--- src/rtl/frg_pkg.sv ---
// Shared constants and types for the fraction reduction block.
package frg_pkg;

   localparam int DATA_W = 32;
   localparam int DEN_W  = 31;
   localparam int CNT_W  = $clog2(DATA_W);

   localparam logic [DATA_W-1:0] MAG_LIMIT = {1'b0, {(DATA_W-1){1'b1}}};

   typedef struct packed {
      logic [DATA_W-1:0] quot;
      logic [DATA_W-1:0] remainder;
   } div_res_type;

   typedef struct packed {
      logic              start;
      logic [DATA_W-1:0] dividend;
      logic [DATA_W-1:0] divisor;
   } div_cmd_type;

   typedef enum logic [7:0] {
      ST_IDLE       = 8'b0000_0001,
      ST_GCD_ISSUE  = 8'b0000_0010,
      ST_GCD_WAIT   = 8'b0000_0100,
      ST_DIVN_ISSUE = 8'b0000_1000,
      ST_DIVN_WAIT  = 8'b0001_0000,
      ST_DIVD_ISSUE = 8'b0010_0000,
      ST_DIVD_WAIT  = 8'b0100_0000,
      ST_OUT        = 8'b1000_0000
   } state_type;

endpackage

--- src/rtl/frg_req_if.sv ---
// Input channel carrying the fraction to reduce.
interface frg_req_if;
   logic                              valid;
   logic                              ready;
   logic signed [frg_pkg::DATA_W-1:0] num_in;
   logic signed [frg_pkg::DATA_W-1:0] den_in;

   modport source (output valid, output num_in, output den_in, input ready);
   modport sink   (input valid, input num_in, input den_in, output ready);
endinterface

--- src/rtl/frg_rsp_if.sv ---
// Result channel carrying the reduced fraction and the error flag.
interface frg_rsp_if;
   logic                              valid;
   logic                              ready;
   logic signed [frg_pkg::DATA_W-1:0] num_out;
   logic        [frg_pkg::DEN_W-1:0]  den_out;
   logic                              zero_den_error;

   modport source (output valid, output num_out, output den_out, output zero_den_error,
                   input ready);
   modport sink   (input valid, input num_out, input den_out, input zero_den_error,
                   output ready);
endinterface

--- src/rtl/frg_div.sv ---
// Restoring unsigned divider that produces one quotient bit per cycle.
module frg_div (
   input  logic                 clock,
   input  logic                 reset,
   input  frg_pkg::div_cmd_type cmd,
   output logic                 done,
   output frg_pkg::div_res_type res
);

   logic                        busy_ff, busy_in;
   logic                        done_ff, done_in;
   logic [frg_pkg::CNT_W-1:0]   count_ff, count_in;
   logic [frg_pkg::DATA_W-1:0]  quot_ff, quot_in;
   logic [frg_pkg::DATA_W-1:0]  rem_ff, rem_in;
   logic [frg_pkg::DATA_W-1:0]  divisor_ff, divisor_in;
   logic [frg_pkg::DATA_W:0]    shifted;
   logic [frg_pkg::DATA_W:0]    diff;

   always_comb begin
      busy_in    = busy_ff;
      done_in    = 1'b0;
      count_in   = count_ff;
      quot_in    = quot_ff;
      rem_in     = rem_ff;
      divisor_in = divisor_ff;
      shifted    = {rem_ff, quot_ff[frg_pkg::DATA_W-1]};
      diff       = shifted - {1'b0, divisor_ff};
      if (cmd.start) begin
         busy_in    = 1'b1;
         count_in   = frg_pkg::CNT_W'(frg_pkg::DATA_W - 1);
         quot_in    = cmd.dividend;
         rem_in     = '0;
         divisor_in = cmd.divisor;
      end else if (busy_ff) begin
         if (!diff[frg_pkg::DATA_W]) begin
            rem_in = diff[frg_pkg::DATA_W-1:0];
         end else begin
            rem_in = shifted[frg_pkg::DATA_W-1:0];
         end
         quot_in  = {quot_ff[frg_pkg::DATA_W-2:0], ~diff[frg_pkg::DATA_W]};
         count_in = count_ff - 1'b1;
         if (count_ff == '0) begin
            busy_in = 1'b0;
            done_in = 1'b1;
         end
      end
   end

   always_ff @(posedge clock) begin
      if (reset) begin
         busy_ff <= 1'b0;
         done_ff <= 1'b0;
      end else begin
         busy_ff <= busy_in;
         done_ff <= done_in;
      end
      count_ff   <= count_in;
      quot_ff    <= quot_in;
      rem_ff     <= rem_in;
      divisor_ff <= divisor_in;
   end

   assign done          = done_ff;
   assign res.quot      = quot_ff;
   assign res.remainder = rem_ff;

`ifndef SYNTH
   a_no_start_busy: assert property (@(posedge clock) disable iff (reset)
      cmd.start |-> !busy_ff)
      else $error("Divider started while busy.");
   a_rem_below_divisor: assert property (@(posedge clock) disable iff (reset)
      done_ff |-> (rem_ff < divisor_ff))
      else $error("Divider remainder not below divisor.");
   a_done_after_busy: assert property (@(posedge clock) disable iff (reset)
      done_ff |-> $past(busy_ff))
      else $error("Divider done without a running division.");
`endif

endmodule

--- src/rtl/fraction_reduce_gcd.sv ---
// Fraction reduction: Euclidean GCD and two divisions on one shared serial divider.
// A zero numerator or denominator goes straight to the output state; otherwise the result
// follows the Euclidean remainder steps and then the two divisions, all run in turn on the
// shared divider. One item at a time; the next item can be taken in the cycle after a result
// is loaded.
// Reset is synchronous and active high; it clears the sequencer and the result valid.
module fraction_reduce_gcd (
   input logic        clock,
   input logic        reset,
   frg_req_if.sink    req_ch,
   frg_rsp_if.source  rsp_ch
);

   frg_pkg::state_type          state_ff, state_in;
   logic [frg_pkg::DATA_W-1:0]  a_ff, a_in;
   logic [frg_pkg::DATA_W-1:0]  b_ff, b_in;
   logic [frg_pkg::DATA_W-1:0]  nmag_ff, nmag_in;
   logic [frg_pkg::DATA_W-1:0]  dmag_ff, dmag_in;
   logic                        neg_ff, neg_in;
   logic [frg_pkg::DATA_W-1:0]  num_res_ff, num_res_in;
   logic [frg_pkg::DEN_W-1:0]   den_res_ff, den_res_in;
   logic                        err_res_ff, err_res_in;
   logic                        rsp_valid_ff, rsp_valid_in;
   logic [frg_pkg::DATA_W-1:0]  num_out_ff, num_out_in;
   logic [frg_pkg::DEN_W-1:0]   den_out_ff, den_out_in;
   logic                        err_out_ff, err_out_in;
   logic                        load_out;
   logic [frg_pkg::DATA_W-1:0]  n_raw, d_raw;
   logic [frg_pkg::DATA_W-1:0]  n_sat, d_sat;
   frg_pkg::div_cmd_type        div_cmd;
   frg_pkg::div_res_type        div_res;
   logic                        div_done;

   frg_div u_div (
      .clock (clock),
      .reset (reset),
      .cmd   (div_cmd),
      .done  (div_done),
      .res   (div_res)
   );

   assign n_raw = req_ch.num_in;
   assign d_raw = req_ch.den_in;
   assign n_sat = (nmag_ff > frg_pkg::MAG_LIMIT) ? frg_pkg::MAG_LIMIT : nmag_ff;
   assign d_sat = (div_res.quot > frg_pkg::MAG_LIMIT) ? frg_pkg::MAG_LIMIT : div_res.quot;

   always_comb begin
      state_in     = state_ff;
      a_in         = a_ff;
      b_in         = b_ff;
      nmag_in      = nmag_ff;
      dmag_in      = dmag_ff;
      neg_in       = neg_ff;
      num_res_in   = num_res_ff;
      den_res_in   = den_res_ff;
      err_res_in   = err_res_ff;
      load_out     = 1'b0;
      div_cmd.start    = 1'b0;
      div_cmd.dividend = dmag_ff;
      div_cmd.divisor  = a_ff;
      case (state_ff)
         frg_pkg::ST_IDLE: begin
            if (req_ch.valid) begin
               num_res_in = '0;
               den_res_in = frg_pkg::DEN_W'(1);
               err_res_in = 1'b0;
               if (n_raw == '0) begin
                  state_in = frg_pkg::ST_OUT;
               end else if (d_raw == '0) begin
                  err_res_in = 1'b1;
                  state_in   = frg_pkg::ST_OUT;
               end else begin
                  neg_in   = n_raw[frg_pkg::DATA_W-1] ^ d_raw[frg_pkg::DATA_W-1];
                  nmag_in  = n_raw[frg_pkg::DATA_W-1] ? (~n_raw + 1'b1) : n_raw;
                  dmag_in  = d_raw[frg_pkg::DATA_W-1] ? (~d_raw + 1'b1) : d_raw;
                  a_in     = nmag_in;
                  b_in     = dmag_in;
                  state_in = frg_pkg::ST_GCD_ISSUE;
               end
            end
         end
         frg_pkg::ST_GCD_ISSUE: begin
            div_cmd.start    = 1'b1;
            div_cmd.dividend = a_ff;
            div_cmd.divisor  = b_ff;
            state_in         = frg_pkg::ST_GCD_WAIT;
         end
         frg_pkg::ST_GCD_WAIT: begin
            if (div_done) begin
               a_in = b_ff;
               b_in = div_res.remainder;
               if (div_res.remainder == '0) begin
                  state_in = frg_pkg::ST_DIVN_ISSUE;
               end else begin
                  state_in = frg_pkg::ST_GCD_ISSUE;
               end
            end
         end
         frg_pkg::ST_DIVN_ISSUE: begin
            div_cmd.start    = 1'b1;
            div_cmd.dividend = nmag_ff;
            state_in         = frg_pkg::ST_DIVN_WAIT;
         end
         frg_pkg::ST_DIVN_WAIT: begin
            if (div_done) begin
               nmag_in  = div_res.quot;
               state_in = frg_pkg::ST_DIVD_ISSUE;
            end
         end
         frg_pkg::ST_DIVD_ISSUE: begin
            div_cmd.start = 1'b1;
            state_in      = frg_pkg::ST_DIVD_WAIT;
         end
         frg_pkg::ST_DIVD_WAIT: begin
            if (div_done) begin
               num_res_in = neg_ff ? (~n_sat + 1'b1) : n_sat;
               den_res_in = d_sat[frg_pkg::DEN_W-1:0];
               err_res_in = 1'b0;
               state_in   = frg_pkg::ST_OUT;
            end
         end
         frg_pkg::ST_OUT: begin
            if (!rsp_valid_ff || rsp_ch.ready) begin
               load_out = 1'b1;
               state_in = frg_pkg::ST_IDLE;
            end
         end
         default: begin
            state_in = frg_pkg::ST_IDLE;
         end
      endcase
   end

   always_comb begin
      rsp_valid_in = rsp_valid_ff;
      num_out_in   = num_out_ff;
      den_out_in   = den_out_ff;
      err_out_in   = err_out_ff;
      if (load_out) begin
         rsp_valid_in = 1'b1;
         num_out_in   = num_res_ff;
         den_out_in   = den_res_ff;
         err_out_in   = err_res_ff;
      end else if (rsp_ch.ready) begin
         rsp_valid_in = 1'b0;
      end
   end

   always_ff @(posedge clock) begin
      if (reset) begin
         state_ff     <= frg_pkg::ST_IDLE;
         rsp_valid_ff <= 1'b0;
      end else begin
         state_ff     <= state_in;
         rsp_valid_ff <= rsp_valid_in;
      end
      a_ff       <= a_in;
      b_ff       <= b_in;
      nmag_ff    <= nmag_in;
      dmag_ff    <= dmag_in;
      neg_ff     <= neg_in;
      num_res_ff <= num_res_in;
      den_res_ff <= den_res_in;
      err_res_ff <= err_res_in;
      num_out_ff <= num_out_in;
      den_out_ff <= den_out_in;
      err_out_ff <= err_out_in;
   end

   assign req_ch.ready          = (state_ff == frg_pkg::ST_IDLE);
   assign rsp_ch.valid          = rsp_valid_ff;
   assign rsp_ch.num_out        = num_out_ff;
   assign rsp_ch.den_out        = den_out_ff;
   assign rsp_ch.zero_den_error = err_out_ff;

`ifndef SYNTH
   a_accept_leaves_idle: assert property (@(posedge clock) disable iff (reset)
      (req_ch.valid && req_ch.ready) |=> !req_ch.ready)
      else $error("Sequencer stayed ready after taking an item.");
   a_den_positive: assert property (@(posedge clock) disable iff (reset)
      rsp_valid_ff |-> (den_out_ff != '0))
      else $error("Result denominator is zero.");
   a_error_result: assert property (@(posedge clock) disable iff (reset)
      (rsp_valid_ff && err_out_ff) |-> (num_out_ff == '0 && den_out_ff == frg_pkg::DEN_W'(1)))
      else $error("Error result is not 0/1.");
   a_done_when_waiting: assert property (@(posedge clock) disable iff (reset)
      div_done |-> (state_ff == frg_pkg::ST_GCD_WAIT || state_ff == frg_pkg::ST_DIVN_WAIT
                    || state_ff == frg_pkg::ST_DIVD_WAIT))
      else $error("Divider finished outside a wait state.");
`endif

endmodule
--- src/flat_wrapper.sv ---
// flat-port wrapper written by rule: the top's interface ports become plain ports
module fraction_reduce_gcd_flat 
  (clock, reset, req_ch_valid, req_ch_num_in, req_ch_den_in, req_ch_ready, rsp_ch_valid, rsp_ch_num_out, rsp_ch_den_out, rsp_ch_zero_den_error, rsp_ch_ready);
  frg_req_if req_ch_i ();
  frg_rsp_if rsp_ch_i ();
  input logic clock;
  input logic reset;
  input wire logic [$bits(req_ch_i.valid)-1:0] req_ch_valid;
  input wire logic [$bits(req_ch_i.num_in)-1:0] req_ch_num_in;
  input wire logic [$bits(req_ch_i.den_in)-1:0] req_ch_den_in;
  output wire logic [$bits(req_ch_i.ready)-1:0] req_ch_ready;
  output wire logic [$bits(rsp_ch_i.valid)-1:0] rsp_ch_valid;
  output wire logic [$bits(rsp_ch_i.num_out)-1:0] rsp_ch_num_out;
  output wire logic [$bits(rsp_ch_i.den_out)-1:0] rsp_ch_den_out;
  output wire logic [$bits(rsp_ch_i.zero_den_error)-1:0] rsp_ch_zero_den_error;
  input wire logic [$bits(rsp_ch_i.ready)-1:0] rsp_ch_ready;
  assign req_ch_i.valid = req_ch_valid;
  assign req_ch_i.num_in = req_ch_num_in;
  assign req_ch_i.den_in = req_ch_den_in;
  assign req_ch_ready = req_ch_i.ready;
  assign rsp_ch_valid = rsp_ch_i.valid;
  assign rsp_ch_num_out = rsp_ch_i.num_out;
  assign rsp_ch_den_out = rsp_ch_i.den_out;
  assign rsp_ch_zero_den_error = rsp_ch_i.zero_den_error;
  assign rsp_ch_i.ready = rsp_ch_ready;
  fraction_reduce_gcd u_core (.clock(clock), .reset(reset), .req_ch(req_ch_i), .rsp_ch(rsp_ch_i));
endmodule
--- config.mk ---
export PLATFORM = sky130hd
export DESIGN_NAME = fraction_reduce_gcd_flat
export DESIGN_NICKNAME = d
export VERILOG_FILES = /design/src/rtl/frg_pkg.sv /design/src/rtl/frg_req_if.sv /design/src/rtl/frg_rsp_if.sv /design/src/rtl/frg_div.sv /design/src/rtl/fraction_reduce_gcd.sv /design/src/flat_wrapper.sv
export SDC_FILE = /design/constraint.sdc
export NUM_CORES = 1
export LEC_CHECK = 0
export BUFFER_PORTS_ARGS = -buffer_cell sky130_fd_sc_hd__buf_2
export CAP_MARGIN = 5
export CORE_UTILIZATION = 40
export DETAILED_ROUTE_END_ITERATION = 10
export PLACE_DENSITY = 0.58
export SLEW_MARGIN = 30
export SYNTH_ARGS = -nofsm -noshare
export SYNTH_HDL_FRONTEND = slang
export SYNTH_HIERARCHICAL = 1
export SYNTH_SLANG_ARGS = --single-unit
--- constraint.sdc ---
create_clock -name clock -period 6.85 [get_ports clock]
set_input_delay 0.3425 -clock clock [delete_from_list [all_inputs] [get_ports clock]]
set_output_delay 0.3425 -clock clock [all_outputs]
set_load 0.005 [all_outputs]
==> impl_results.md <==
* Status: complete, but fails checks
* Failing checks: DRC
* Clock transition at path regs at 0.06 ns
* Sequential Power Share at 0.439
* Placeable Area at 0.0465 mm²
* Setup WS post-layout at ~3.0 ns
* H-tree depth at 2
* CTS tree: done
* Worst Setup Path Type: flip-flop to flip-flop
* Top post-synthesis cells by area: edfxtp_1 51%, mux2_2 6.2%, dfxtp_1 5.1%, nor2_1 4.7%, a21oi_1 2.9%
* Vias per std cell at 5.56
* #FFs+latches synth at 369
* Non-Filler Instances at about 2400
* Syn Inst Count at around 1700
* Design Power at 0.00823 W
* Clock Latency Late Sink at ~0.56 ns
* Crit path launch type: flip-flop
* Combinational fraction of design power at 0.292
* Place WS at 3.01 ns
* Hold_buf cts at 0
* Initial Utilization at 0.405
* CTS Buffer Depth at 3
* Syn_area_per_cell at 11.2 µm²
* Tcrit/Tclk final at 0.558
* First-pass GRT wire length at 77300 µm
* P&R area growth vs syn at 13.7%
* Fillcell total at 4306
* WHS Path Cells at 1
* Hold Fails Final Rpt at 0
* Power Dens Cells at a little under 400 mW/mm²
* Fin util at 0.460
* Post-synth EDFFs at 321
* Drt first pass iters at 8
* Int Power at 0.00544 W
* Clock Sinks at between 300 and 400
* Largest net degree at the start of global routing at 87
* Arrival time worst endpoint at 4.30 ns
* Diode count at 0
* Asr flop ratio synth at 0
* YS warnings at 6
* Critical-path cell list: buf_4 -> inv_1 -> ha_1 -> fa_1 -> nand2b_1 -> a21oi_1 -> a21oi_2 -> o21ai_2 -> a211o_1 -> a21bo_1 -> o211a_4 -> and2_1 -> a31oi_1 -> a211oi_1
* Minimum clock period at 3.82 ns
* DRT iter0 DRCs at around 1300
* Fmax at 262 MHz
* Post-DP HPWL at 36200 µm
* Max Transition Viols Final at 0
* Fraction of layout cells with a size suffix above 1 at 0.192
* Post-CTS setup buffer count at 0
* Slew margin rel. at 0.394
* Multi-input logic area at 0.00767 mm²
* Clock Power Share at 0.269
* Top cell type's share of synthesized area at 0.513
* Worst vdd ir at 0.201 mV
* Resized cells post-CTS at 0
* Routability cong. at 0.888
* Cell count of the worst reg-to-reg path at 14
* Yosys cell types at 82
* Finish-stage setup viols at 0
* Number of CTS-inserted buffers at 41
* WL final at slightly above 50000 µm
* Hold WC Path Type: input port to flip-flop
* Max-cap violations at 0
* Register area at between 0.01 and 0.015 mm²
* Die X at 219 µm
* Static leakage at 7.83 nW
* Mapped Nets at 1779
* Row count at 79
* CP Depth at 14
* Worst path max stage delay at roughly 0.53 ns
* Sw Share at 0.340
* Clock Tree Root: clkbuf_16
* Register area share after synthesis at 0.564
* Final net count at 1883
* Placed Instances at 2342
* Io pins at 134
* Crit path max-delay cell type: o211a_4
* Per-cell routed wire length at ~21 µm
* Initial antenna violation count at 0
* Drt drc at 2
* Vias in the first global route at ~13000
* Required time worst endpoint at 7.32 ns
* Buf/Inv on CP at 2
* Cell taking the most area after synthesis: edfxtp_1
* Clock Skew at between 0.02 and 0.025 ns
* Main synth FF type: edfxtp_1
* Die area at 0.0479 mm²
* PortBufs at 133
* Crit Path Max Fanout at 49
* Setup_tns at 0 ns
* CP Capture Type: flip-flop
* Tot GR Track Use at 0.213
* Mapped Area at between 0.015 and 0.02 mm²
* Top delay family on crit path: compound AO/OA/AOI/OAI gates
* Die Ht at 219 µm
* Post-DRT Antenna Nets at 0
* RSZ-0062 raised after global routing: false
* Grt total ovfl at 0
* Vias at 13400
* Sw power at roughly 0.0028 W
* Slew @ Worst Pin at between 0.9 and 1 ns
## path summary, 6_finish.rpt
kind | startpoint | to | slack (ns)
setup / recovery | u_core/u_div/quot_ff[31] | u_core/u_div/rem_ff[8] | 3.03
hold / removal | req_ch_den_in[0] | u_core/dmag_ff[0] | 0.05
setup reg to reg | u_core/u_div/quot_ff[31] | u_core/u_div/rem_ff[8] | 3.03
hold reg to reg | u_core/den_res_ff[16] | u_core/rsp_ch.den_out[16] | 0.42
## stage by stage
step	hold slack [ns]	area, µm²
final	0.0547	21400
after detailed placement	0.405	20000
after CTS	0.0290	21400
after global placement	0.402	20000
after floorplan	0.400	18800
after global routing	0.0458	21400
## per-layer routing
| metal | vias up | global-route usage | share of wire |
|---|---|---|---|
| met3 | 76 | 0.0290 | 0.062 |
| met1 | 6450 | 0.318 | 0.48 |
| li1 | 6415 | - | - |
| met5 | - | 0 | 0 |
| met2 | 495 | 0.313 | 0.43 |
| met4 | 0 | 0.0773 | 0.029 |
## layout make-up
class	instances	area share
clock buffer	51	0.0522
tap	607	0.0355
inverter	53	0.00930
sequential	369	0.496
timing repair buffer	151	0.0376
clock inverter	22	0.0109
multi-input combinational	1162	0.359
## cell usage in the layout, fill, tap and decap left out, types with 8 or more instances in the layout
cell type,netlist,layout
a211oi_1,14,14
a21o_1,13,12
a21oi_1,109,109
a22oi_1,32,32
a31oi_1,17,17
buf_2,5,133
buf_4,0,17
clkbuf_16,0,43
clkinv_1,0,10
dfxtp_1,48,48
edfxtp_1,321,321
ha_1,36,36
inv_1,53,52
mux2_2,103,103
mux2i_1,12,12
nand2_1,129,128
nand2b_1,20,20
nand3_1,13,12
nand4_1,9,9
nor2_1,235,233
nor2b_1,11,10
nor3_1,34,33
nor4_1,19,19
o21a_1,8,8
o21ai_0,58,58
o31ai_1,32,32
o41ai_1,14,14
or3_1,22,22
or4_1,17,17
xnor2_1,60,60
xor2_1,38,38
## cells by family (layout without fill, tap and decap cells)
| kind of cell | Yosys count | count (layout) | share of synthesized area |
|---|---|---|---|
| XOR/XNOR | 98 | 98 | 0.0456 |
| AO/OA/AOI/OAI | 352 | 352 | 0.125 |
| buffers and inverters | 143 | 277 | 0.0301 |
| multiplexers | 117 | 117 | 0.0697 |
| AND/OR/NAND/NOR | 558 | 558 | 0.140 |
| flip-flops | 369 | 369 | 0.564 |
| adder cells (fa/ha/maj) | 37 | 37 | 0.0250 |
## power by group through the flow
| stage | Combinational, W | Clock, W | Sequential (W) |
|---|---|---|---|
| 6_report | 0.00240 | 0.00222 | 0.00361 |
| 5_1_grt | 0.00266 | 0.00235 | 0.00368 |
| 4_1_cts | 0.00239 | 0.00227 | 0.00360 |
| 3_5_place_dp | 0.00237 | 0 | 0.00365 |
| 3_3_place_gp | 0.00235 | 0 | 0.00364 |
| 2_1_floorplan | 0.00182 | 0 | 0.00346 |
## Yosys cell counts, drive strengths merged (8+ instances only)
library cell / n
xnor2: 60
mux2i: 12
nor2b: 11
mux2: 105
clkbuf: 67
ha: 36
nor4: 20
nor2: 235
nand4: 9
a21o: 13
edfxtp: 321
or3: 23
a22oi: 32
xor2: 38
a31oi: 17
dfxtp: 48
o41ai: 19
o21a: 8
or4: 19
nand3: 13
nand2: 129
o21ai: 60
o31ai: 32
a211oi: 16
nand2b: 20
buf: 23
inv: 53
nor3: 34
a21oi: 111
No activity file was read; power rests on OpenSTA's default activity.
